File: src/design/sacn_pkg.sv
// ----------------------------------------------------------------------------
// sacn_pkg
// Shared widths, register map and reset values for the set-associative
// cache lookup with not-recently-used replacement.
// ----------------------------------------------------------------------------
`default_nettype none

package sacn_pkg;

  // Stream payload widths.
  localparam int IN_TDATA_W   = 32;
  localparam int OUT_TDATA_W  = 40;
  localparam int MISS_W       = 32;

  // Configuration port.
  localparam int APB_DATA_W   = 32;
  localparam int PADDR_W      = 3;
  localparam int OFFSET_W     = 4;
  localparam int MASK_W       = 32;

  // Register reset values.
  localparam logic [OFFSET_W-1:0] OFFSET_RESET = OFFSET_W'(4);
  localparam logic [MASK_W-1:0]   MASK_RESET   = MASK_W'(15);

  // Register selected by word address bit 2.
  typedef enum logic {
    REG_OFFSET_BITS = 1'b0,
    REG_INDEX_MASK  = 1'b1
  } reg_idx_e;

endpackage

`default_nettype wire

File: src/design/sacn_ram.sv
// ----------------------------------------------------------------------------
// sacn_ram
// Generic single-write, single-read RAM with a registered read port.
// ----------------------------------------------------------------------------
`default_nettype none

module sacn_ram #(
  parameter int WIDTH = 128,
  parameter int DEPTH = 16
) (
  input  wire logic                                clk_i,
  input  wire logic                                we_i,
  input  wire logic [(DEPTH > 1 ? $clog2(DEPTH) : 1)-1:0] waddr_i,
  input  wire logic [WIDTH-1:0]                    wdata_i,
  input  wire logic                                re_i,
  input  wire logic [(DEPTH > 1 ? $clog2(DEPTH) : 1)-1:0] raddr_i,
  output logic      [WIDTH-1:0]                    rdata_o
);

  logic [WIDTH-1:0] mem [DEPTH];

  // Write port.
  always_ff @(posedge clk_i) begin
    if (we_i) begin
      mem[waddr_i] <= wdata_i;
    end
  end

  // Registered read; a read at the address being written returns the old row.
  always_ff @(posedge clk_i) begin
    if (re_i) begin
      rdata_o <= mem[raddr_i];
    end
  end

endmodule

`default_nettype wire

File: src/design/sacn_set_map.sv
// ----------------------------------------------------------------------------
// sacn_set_map
// Reduces a gathered index modulo the number of sets through one register
// stage, loaded on enabled edges.
// ----------------------------------------------------------------------------
`default_nettype none

module sacn_set_map #(
  parameter int ADDR_BITS = 32,
  parameter int SETS      = 16
) (
  input  wire logic                                  clk_i,
  input  wire logic                                  en_i,
  input  wire logic [ADDR_BITS-1:0]                  idx_i,
  output logic      [(SETS > 1 ? $clog2(SETS) : 1)-1:0] set_o
);

  localparam int SET_W = (SETS > 1) ? $clog2(SETS) : 1;

  generate
    if ((SETS & (SETS - 1)) == 0) begin : g_pow2
      localparam logic [SET_W-1:0] SET_MASK = SET_W'(SETS - 1);

      logic [SET_W-1:0] low_q;

      // Power-of-two set count: keep the low index bits.
      always_ff @(posedge clk_i) begin
        if (en_i) begin
          low_q <= SET_W'(idx_i);
        end
      end

      assign set_o = low_q & SET_MASK;
    end else begin : g_recip
      localparam int L  = $clog2(SETS);
      localparam int PW = 2 * ADDR_BITS + L + 1;
      localparam logic [63:0] RECIP = (64'd1 << (ADDR_BITS + L)) / 64'(SETS);

      logic [PW-1:0]        prod_q;
      logic [L:0]           lo_q;
      logic [ADDR_BITS:0]   quo;
      logic [L:0]           qs;
      logic [L:0]           rem;
      logic [L:0]           rem_adj;

      // First stage: quotient estimate by reciprocal multiplication.
      always_ff @(posedge clk_i) begin
        if (en_i) begin
          prod_q <= PW'(idx_i) * PW'(RECIP);
          lo_q   <= (L + 1)'(idx_i);
        end
      end

      // Second stage: the estimate is low by at most one, so the remainder
      // stays below twice the set count and needs one correction.
      always_comb begin
        quo     = prod_q[PW-1:ADDR_BITS+L];
        qs      = (L + 1)'((L + 1)'(quo) * (L + 1)'(SETS));
        rem     = lo_q - qs;
        rem_adj = (rem >= (L + 1)'(SETS)) ? rem - (L + 1)'(SETS) : rem;
      end

      assign set_o = rem_adj[L-1:0];
    end
  endgenerate

endmodule

`default_nettype wire

File: src/design/set_assoc_cache_nru_lookup.sv
// ----------------------------------------------------------------------------
// set_assoc_cache_nru_lookup
// Set-associative cache tag lookup with not-recently-used replacement.
// ----------------------------------------------------------------------------
// Usage:
//   Each beat on the s_axis channel carries one byte address. The block drops
//   offset_bits low bits, gathers the set index from the block address with
//   index_mask (lowest selected bit most significant) and uses the remaining
//   bits as the tag. Each reference gives one beat on m_axis with the hit flag
//   and the saturating miss count including this reference.
//   One beat is accepted per cycle unless a result waits to be taken. The
//   stages are: input register, index/tag gather, set reduction, tag RAM
//   read plus way compare, result register. Consecutive references to the
//   same set are served through a one-row write bypass.
//   When the result register holds a beat that is not taken, the whole pipe
//   holds and s_axis_tready is low; it is high whenever the output is empty.
//   Reset clears the valid marks, sets all replace marks and zeroes the miss
//   counter. The tag RAM is not cleared: an entry is only compared once its
//   valid mark is set, so no clearing pass is needed.
//   Registers must be written over APB while no reference is in flight (not enforced here).
// ----------------------------------------------------------------------------
`default_nettype none

module set_assoc_cache_nru_lookup #(
  parameter int ADDR_BITS = 32,
  parameter int SETS      = 16,
  parameter int WAYS      = 4
) (
  input  wire logic                              clk_i,
  input  wire logic                              rst_ni,
  // Reference stream.
  input  wire logic                              s_axis_tvalid,
  output logic                                   s_axis_tready,
  input  wire logic [sacn_pkg::IN_TDATA_W-1:0]   s_axis_tdata,  // [31:0] address
  // Result stream.
  output logic                                   m_axis_tvalid,
  input  wire logic                              m_axis_tready,
  output logic      [sacn_pkg::OUT_TDATA_W-1:0]  m_axis_tdata,  // [0] hit, [32:1] miss_total
  // Configuration port.
  input  wire logic                              psel,
  input  wire logic                              penable,
  input  wire logic                              pwrite,
  input  wire logic [sacn_pkg::PADDR_W-1:0]      paddr,
  input  wire logic [sacn_pkg::APB_DATA_W-1:0]   pwdata,
  output logic      [sacn_pkg::APB_DATA_W-1:0]   prdata,
  output logic                                   pready
);

  import sacn_pkg::*;

  localparam int SET_W = (SETS > 1) ? $clog2(SETS) : 1;
  localparam int TAG_W = ADDR_BITS;
  localparam int ROW_W = WAYS * TAG_W;
  localparam int POS_W = $clog2(ADDR_BITS + 1);
  localparam int SUM_W = $clog2(ADDR_BITS + (1 << OFFSET_W));

  // Configuration registers.
  logic [OFFSET_W-1:0] offset_bits_q;
  logic [MASK_W-1:0]   index_mask_q;
  reg_idx_e            reg_sel;

  // Pipeline control.
  logic adv;
  logic v1_q, v2_q, v3_q, v4_q;
  logic commit;

  // Pipeline payload.
  logic [ADDR_BITS-1:0] addr1_q;
  logic [ADDR_BITS-1:0] idx2_q, tag2_q, tag3_q, tag4_q;
  logic [ADDR_BITS-1:0] idx_c, tag_c;
  logic [SET_W-1:0]     set_c, set4_q;

  // Lookup state.
  logic [SETS-1:0][WAYS-1:0] valid_q;
  logic [SETS-1:0][WAYS-1:0] repl_q;
  logic [MISS_W-1:0]         miss_q;

  // Write bypass for back-to-back references to one set.
  logic             wr_vld_q;
  logic [SET_W-1:0] wr_set_q;
  logic [ROW_W-1:0] wr_row_q;

  // Stage C signals.
  logic [ROW_W-1:0]  ram_rdata;
  logic [ROW_W-1:0]  row_eff, row_new;
  logic [WAYS-1:0]   vrow, rrow, hit_vec, hit_oh, repl_oh, fill_oh;
  logic [WAYS-1:0]   valid_new, repl_new;
  logic              hit_c, repl_none;
  logic [MISS_W-1:0] miss_next;

  // Result register.
  logic              out_vld_q;
  logic              hit_q;
  logic [MISS_W-1:0] total_q;

  // --------------------------------------------------------------------------
  // Configuration port: word address bit 2 selects the register.
  // --------------------------------------------------------------------------
  assign reg_sel = reg_idx_e'(paddr[2]);
  assign pready  = 1'b1;

  always_ff @(posedge clk_i or negedge rst_ni) begin
    if (!rst_ni) begin
      offset_bits_q <= OFFSET_RESET;
      index_mask_q  <= MASK_RESET;
    end else if (psel && penable && pwrite) begin
      unique case (reg_sel)
        REG_OFFSET_BITS: offset_bits_q <= pwdata[OFFSET_W-1:0];
        REG_INDEX_MASK:  index_mask_q  <= pwdata[MASK_W-1:0];
        default:         offset_bits_q <= offset_bits_q;
      endcase
    end
  end

  always_comb begin
    unique case (reg_sel)
      REG_OFFSET_BITS: prdata = APB_DATA_W'(offset_bits_q);
      REG_INDEX_MASK:  prdata = APB_DATA_W'(index_mask_q);
      default:         prdata = '0;
    endcase
  end

  // --------------------------------------------------------------------------
  // Pipeline advance: everything moves unless a result waits to be taken.
  // --------------------------------------------------------------------------
  assign adv           = !out_vld_q || m_axis_tready;
  assign s_axis_tready = adv;
  assign commit        = adv && v4_q;

  always_ff @(posedge clk_i or negedge rst_ni) begin
    if (!rst_ni) begin
      v1_q <= 1'b0;
      v2_q <= 1'b0;
      v3_q <= 1'b0;
      v4_q <= 1'b0;
    end else if (adv) begin
      v1_q <= s_axis_tvalid;
      v2_q <= v1_q;
      v3_q <= v2_q;
      v4_q <= v3_q;
    end
  end

  // Input register.
  always_ff @(posedge clk_i) begin
    if (adv) begin
      addr1_q <= s_axis_tdata[ADDR_BITS-1:0];
    end
  end

  // --------------------------------------------------------------------------
  // Gather: each selected bit lands at the count of selected bits above it,
  // each tag bit at the count of tag bits above it.
  // --------------------------------------------------------------------------
  always_comb begin
    logic [ADDR_BITS-1:0] blk;
    logic [ADDR_BITS-1:0] sel_vec;
    logic [ADDR_BITS-1:0] tsel_vec;
    logic [POS_W-1:0]     ipos;
    logic [POS_W-1:0]     tpos;
    blk      = ADDR_BITS'(addr1_q >> offset_bits_q);
    sel_vec  = '0;
    tsel_vec = '0;
    idx_c    = '0;
    tag_c    = '0;
    for (int i = 0; i < ADDR_BITS; i++) begin
      if ((SUM_W'(i) + SUM_W'(offset_bits_q)) < SUM_W'(ADDR_BITS)) begin
        sel_vec[i]  = index_mask_q[i];
        tsel_vec[i] = !index_mask_q[i];
      end
    end
    for (int i = 0; i < ADDR_BITS; i++) begin
      ipos = POS_W'($countones(sel_vec >> (i + 1)));
      tpos = POS_W'($countones(tsel_vec >> (i + 1)));
      if (sel_vec[i]) begin
        idx_c = idx_c | (ADDR_BITS'(blk[i]) << ipos);
      end
      if (tsel_vec[i]) begin
        tag_c = tag_c | (ADDR_BITS'(blk[i]) << tpos);
      end
    end
  end

  always_ff @(posedge clk_i) begin
    if (adv) begin
      idx2_q <= idx_c;
      tag2_q <= tag_c;
      tag3_q <= tag2_q;
      tag4_q <= tag3_q;
      set4_q <= set_c;
    end
  end

  // Set reduction; its output addresses the tag RAM.
  sacn_set_map #(
    .ADDR_BITS (ADDR_BITS),
    .SETS      (SETS)
  ) u_set_map (
    .clk_i (clk_i),
    .en_i  (adv),
    .idx_i (idx2_q),
    .set_o (set_c)
  );

  // Tag RAM: one row holds the tags of all ways of a set.
  sacn_ram #(
    .WIDTH (ROW_W),
    .DEPTH (SETS)
  ) u_tag_ram (
    .clk_i   (clk_i),
    .we_i    (commit && !hit_c),
    .waddr_i (set4_q),
    .wdata_i (row_new),
    .re_i    (adv),
    .raddr_i (set_c),
    .rdata_o (ram_rdata)
  );

  // --------------------------------------------------------------------------
  // Stage C: compare all ways, pick the victim, build the updated set.
  // --------------------------------------------------------------------------
  always_comb begin
    row_eff = (wr_vld_q && (wr_set_q == set4_q)) ? wr_row_q : ram_rdata;
    vrow    = valid_q[set4_q];
    rrow    = repl_q[set4_q];
    for (int w = 0; w < WAYS; w++) begin
      hit_vec[w] = vrow[w] && (row_eff[w*TAG_W +: TAG_W] == tag4_q);
    end
    hit_c     = |hit_vec;
    hit_oh    = hit_vec & WAYS'(~hit_vec + WAYS'(1));
    repl_none = (rrow == '0);
    repl_oh   = rrow & WAYS'(~rrow + WAYS'(1));
    fill_oh   = repl_none ? WAYS'(1) : repl_oh;

    if (hit_c) begin
      repl_new  = rrow & ~hit_oh;
      valid_new = vrow;
      miss_next = miss_q;
    end else begin
      repl_new  = (repl_none ? {WAYS{1'b1}} : rrow) & ~fill_oh;
      valid_new = vrow | fill_oh;
      miss_next = (miss_q == {MISS_W{1'b1}}) ? miss_q : miss_q + MISS_W'(1);
    end

    for (int w = 0; w < WAYS; w++) begin
      row_new[w*TAG_W +: TAG_W] = fill_oh[w] ? tag4_q : row_eff[w*TAG_W +: TAG_W];
    end
  end

  // Marks, counter and bypass control.
  always_ff @(posedge clk_i or negedge rst_ni) begin
    if (!rst_ni) begin
      valid_q  <= '0;
      repl_q   <= '1;
      miss_q   <= '0;
      wr_vld_q <= 1'b0;
    end else if (adv) begin
      wr_vld_q <= v4_q && !hit_c;
      if (v4_q) begin
        valid_q[set4_q] <= valid_new;
        repl_q[set4_q]  <= repl_new;
        miss_q          <= miss_next;
      end
    end
  end

  always_ff @(posedge clk_i) begin
    if (adv) begin
      wr_set_q <= set4_q;
      wr_row_q <= row_new;
    end
  end

  // --------------------------------------------------------------------------
  // Result register.
  // --------------------------------------------------------------------------
  always_ff @(posedge clk_i or negedge rst_ni) begin
    if (!rst_ni) begin
      out_vld_q <= 1'b0;
    end else if (adv) begin
      out_vld_q <= v4_q;
    end
  end

  always_ff @(posedge clk_i) begin
    if (commit) begin
      hit_q   <= hit_c;
      total_q <= miss_next;
    end
  end

  assign m_axis_tvalid = out_vld_q;
  assign m_axis_tdata  = OUT_TDATA_W'({total_q, hit_q});

endmodule

`default_nettype wire

File: config.mk
export PLATFORM = sky130hd
export DESIGN_NAME = set_assoc_cache_nru_lookup
export DESIGN_NICKNAME = d
export VERILOG_FILES = /design/src/design/sacn_pkg.sv /design/src/design/sacn_ram.sv /design/src/design/sacn_set_map.sv /design/src/design/set_assoc_cache_nru_lookup.sv
export SDC_FILE = /design/constraint.sdc
export NUM_CORES = 2
export LEC_CHECK = 0
export BUFFER_PORTS_ARGS = -buffer_cell sky130_fd_sc_hd__buf_2
export CAP_MARGIN = 20
export CELL_PAD_IN_SITES_DETAIL_PLACEMENT = 0
export CELL_PAD_IN_SITES_GLOBAL_PLACEMENT = 1
export CORE_ASPECT_RATIO = 0.9
export CORE_MARGIN = 8
export CORE_UTILIZATION = 50
export CTS_BUF_LIST = sky130_fd_sc_hd__clkbuf_8
export DETAILED_ROUTE_END_ITERATION = 12
export PLACE_DENSITY_LB_ADDON = 0.05
export SLEW_MARGIN = 20
export SYNTH_ARGS = -nofsm -noshare
export SYNTH_HDL_FRONTEND = slang
export SYNTH_SLANG_ARGS = --single-unit
File: constraint.sdc
create_clock -name clk_i -period 19.25 [get_ports clk_i]
set_input_delay 1.925 -clock clk_i [delete_from_list [all_inputs] [get_ports clk_i]]
set_output_delay 1.925 -clock clk_i [all_outputs]
set_load 0.005 [all_outputs]
==> results.sh <==
export IMPL_hold_buffers=0
export IMPL_ys_seq_area_share_pct=61.1
export IMPL_grt_max_degree=98
export IMPL_fin_nets=9488
export IMPL_crit_type="reg2reg"
export IMPL_rows=178
export IMPL_outcome="completed"
export IMPL_holdWs_ns=0.400
export IMPL_dieArea_sq_mm=0.277
export IMPL_grt_total_usage_pct=31.3
export IMPL_worst_skew_pair_late_latency_ns=1.03
export IMPL_ctsResizeCount=0
export IMPL_gp_congestion=1.02
export IMPL_io_buffers=138
export IMPL_synth_edf_count=2481
export IMPL_syn_area_sq_mm=0.130
export IMPL_period_share_pct=50.4
export IMPL_drv_cap=0
export IMPL_hpwl_microns=299000
export IMPL_numCtsBuffers=419
export IMPL_ys_flop_type="edfxtp_1"
export IMPL_cts_tree="done"
export IMPL_skew_ns=0.161
export IMPL_critical_path_arrival_ns=10.24
export IMPL_ys_top_cells_by_area="edfxtp_1, mux4_2, ha_1, fa_1, dfrtp_1"
export IMPL_multi_input_area_sq_mm=0.0483
export IMPL_synthArstFlopShare_pct=7.53
export IMPL_rsz0062_at_grt="false"
export IMPL_num_vias=81100
export IMPL_clock_sinks=2683
export IMPL_die_height_microns=501
export IMPL_critical_path_max_fanout=21
export IMPL_syn_to_final_growth_pct=10.7
export IMPL_drt_pass1_iterations=8
export IMPL_max_slew_worst_pin_slew_ns=1.28
export IMPL_dp_slack_ns=9.82
export IMPL_grt_pass1_wl_microns=618000
export IMPL_setup_violations=0
export IMPL_antenna_found_initial=16
export IMPL_synthTopCellsByCount="edfxtp_1, mux4_2, nand2_1"
export IMPL_finalSetupTns_ns=0
export IMPL_htreeDepth=5
export IMPL_layout_setup_ws_ns=9.56
export IMPL_reg2reg_depth=25
export IMPL_fill_cells=20800
export IMPL_hold_depth=0
export IMPL_postLayoutCoreUtil_pct=55.4
export IMPL_yosys_area_top_type="edfxtp_1"
export IMPL_regArea_sq_mm=0.0796
export IMPL_totalWireLength_microns=442000
export IMPL_ios=149
export IMPL_timing_slew_headroom_pct=14.5
export IMPL_layout_min_cycle_time_ns=9.69
export IMPL_clockBufferDepth=4
export IMPL_drtIter0Drc=9837
export IMPL_cts_root_buf="clkbuf_8"
export IMPL_startpoint_type="register"
export IMPL_yosysMostFrequentCell="edfxtp_1"
export IMPL_finalHoldViolations=0
export IMPL_wl_per_cell_microns=35.4
export IMPL_synth_cell_types=93
export IMPL_path_clk_slew_ns=0.07
export IMPL_synth_area_per_cell_sq_um=15.7
export IMPL_synth_warnings=0
export IMPL_cp_required_ns=19.80
export IMPL_drc=0
export IMPL_ys_seq_elements=2683
export IMPL_drive_gt1_share_pct=22.2
export IMPL_initial_core_util_pct=50.1
export IMPL_ant_nets=0
export IMPL_core_area_sq_mm=0.260
export IMPL_cts_setup_buffers=0
export IMPL_grt_remaining_overflow=0
export IMPL_synth_cells=8285
export IMPL_cp_end_kind="register"
export IMPL_viasPerCell=6.50
export IMPL_clock_fmax_ghz=0.103
export IMPL_maxSlewViolCount=0
export IMPL_worst_hold_path_type="reg2reg"
export IMPL_grt_pass1_vias=80600
export IMPL_synth_top_cell_area_share_pct=57.1
export IMPL_die_w_microns=554
## cells in the final DEF (no fill, tap or decap), types with 167 or more instances in the layout
master / instances
nand3_1: 189
nand2_1: 491
ha_1: 430
edfxtp_1: 2481
xor2_1: 167
fa_1: 261
mux4_2: 708
inv_1: 606
o22ai_1: 277
buf_4: 221
nor2_1: 368
clkbuf_8: 439
## final timing paths
kind | start | endpoint | slack [ns]
max | offset_bits_q[2] | tag2_q[7] | 9.56
min | tag3_q[7] | tag4_q[7] | 0.40
max reg2reg | offset_bits_q[2] | tag2_q[7] | 9.56
min reg2reg | tag3_q[7] | tag4_q[7] | 0.40
max in group asynchronous | rst_ni | index_mask_q[11] | 16.84
min in group asynchronous | rst_ni | miss_q[19] | 0.94
## critical path, stage by stage, from the launching register on
cell and delay, ns:
dfstp_2 0.86, inv_1 0.12, nor2_1 0.73, a21o_1 0.32, inv_1 0.25, ha_1 0.41, ha_1 0.15, inv_1 0.05
fa_1 0.66, inv_1 0.12, ha_1 0.30, a21o_1 0.18, a21o_1 0.19, ha_1 0.33, xnor2_1 0.57, ha_1 0.36
ha_1 0.30, ha_1 0.37, a21o_1 0.20, a21oi_1 0.17, xnor2_1 0.17, nor4_1 0.09, nand2_1 0.67, o221ai_1 0.21
nor4_1 1.09, nand3_1 0.38
## layout make-up
type,instances,share of cell area [%]
clock buffer,438,4.18
antenna,7,0.0121
multi-input combinational,4773,33.5
inverter,472,1.23
tap,3420,2.96
sequential,2683,55.2
clock inverter,311,1.18
timing repair buffer,374,1.79
## sequential cells by signal (all words and copies together), names as in the netlist, 4 cells and up
name / cells
wr_row_q: 128
u_tag_ram.rdata_o: 128
miss_q: 32
idx2_q: 4
u_tag_ram.mem: 2048
addr1_q: 32
repl_q: 64
total_q: 32
offset_bits_q: 4
tag4_q: 32
index_mask_q: 32
u_set_map.set_o: 4
tag3_q: 32
wr_set_q: 4
valid_q: 64
tag2_q: 32
set4_q: 4
## per-layer routing
layer  GRT usage [%]  wire length [microns]  vias to the layer above
li1                -                      -                    33600
met1            45.3                 186000                    42600
met2            47.2                 196000                     4177
met3            6.29                  40200                      803
met4            11.9                  19900                        2
met5               0                     13                        -
## metrics by stage
stage                     std cells  cell area, sq um
after CTS                     12500            144000
after global placement        11700            136000
after floorplan                8291            130000
final                         12500            144000
after global routing          12500            144000
after detailed placement      11700            136000
## cell families after synthesis
group	after synthesis	share of synthesized area [%]
DFF	2683	61.1
and+or+nand+nor	1788	6.79
AOI/OAI and AO/OA	1067	5.50
muxes	912	14.0
buffers and inverters	835	2.49
adders and majority gates	691	8.13
xor gates and xnor gates	307	2.06
other	2	0.00576
Power is not shown: default switching activity piles up to over one toggle a cycle in this logic, so the estimate is an artifact.
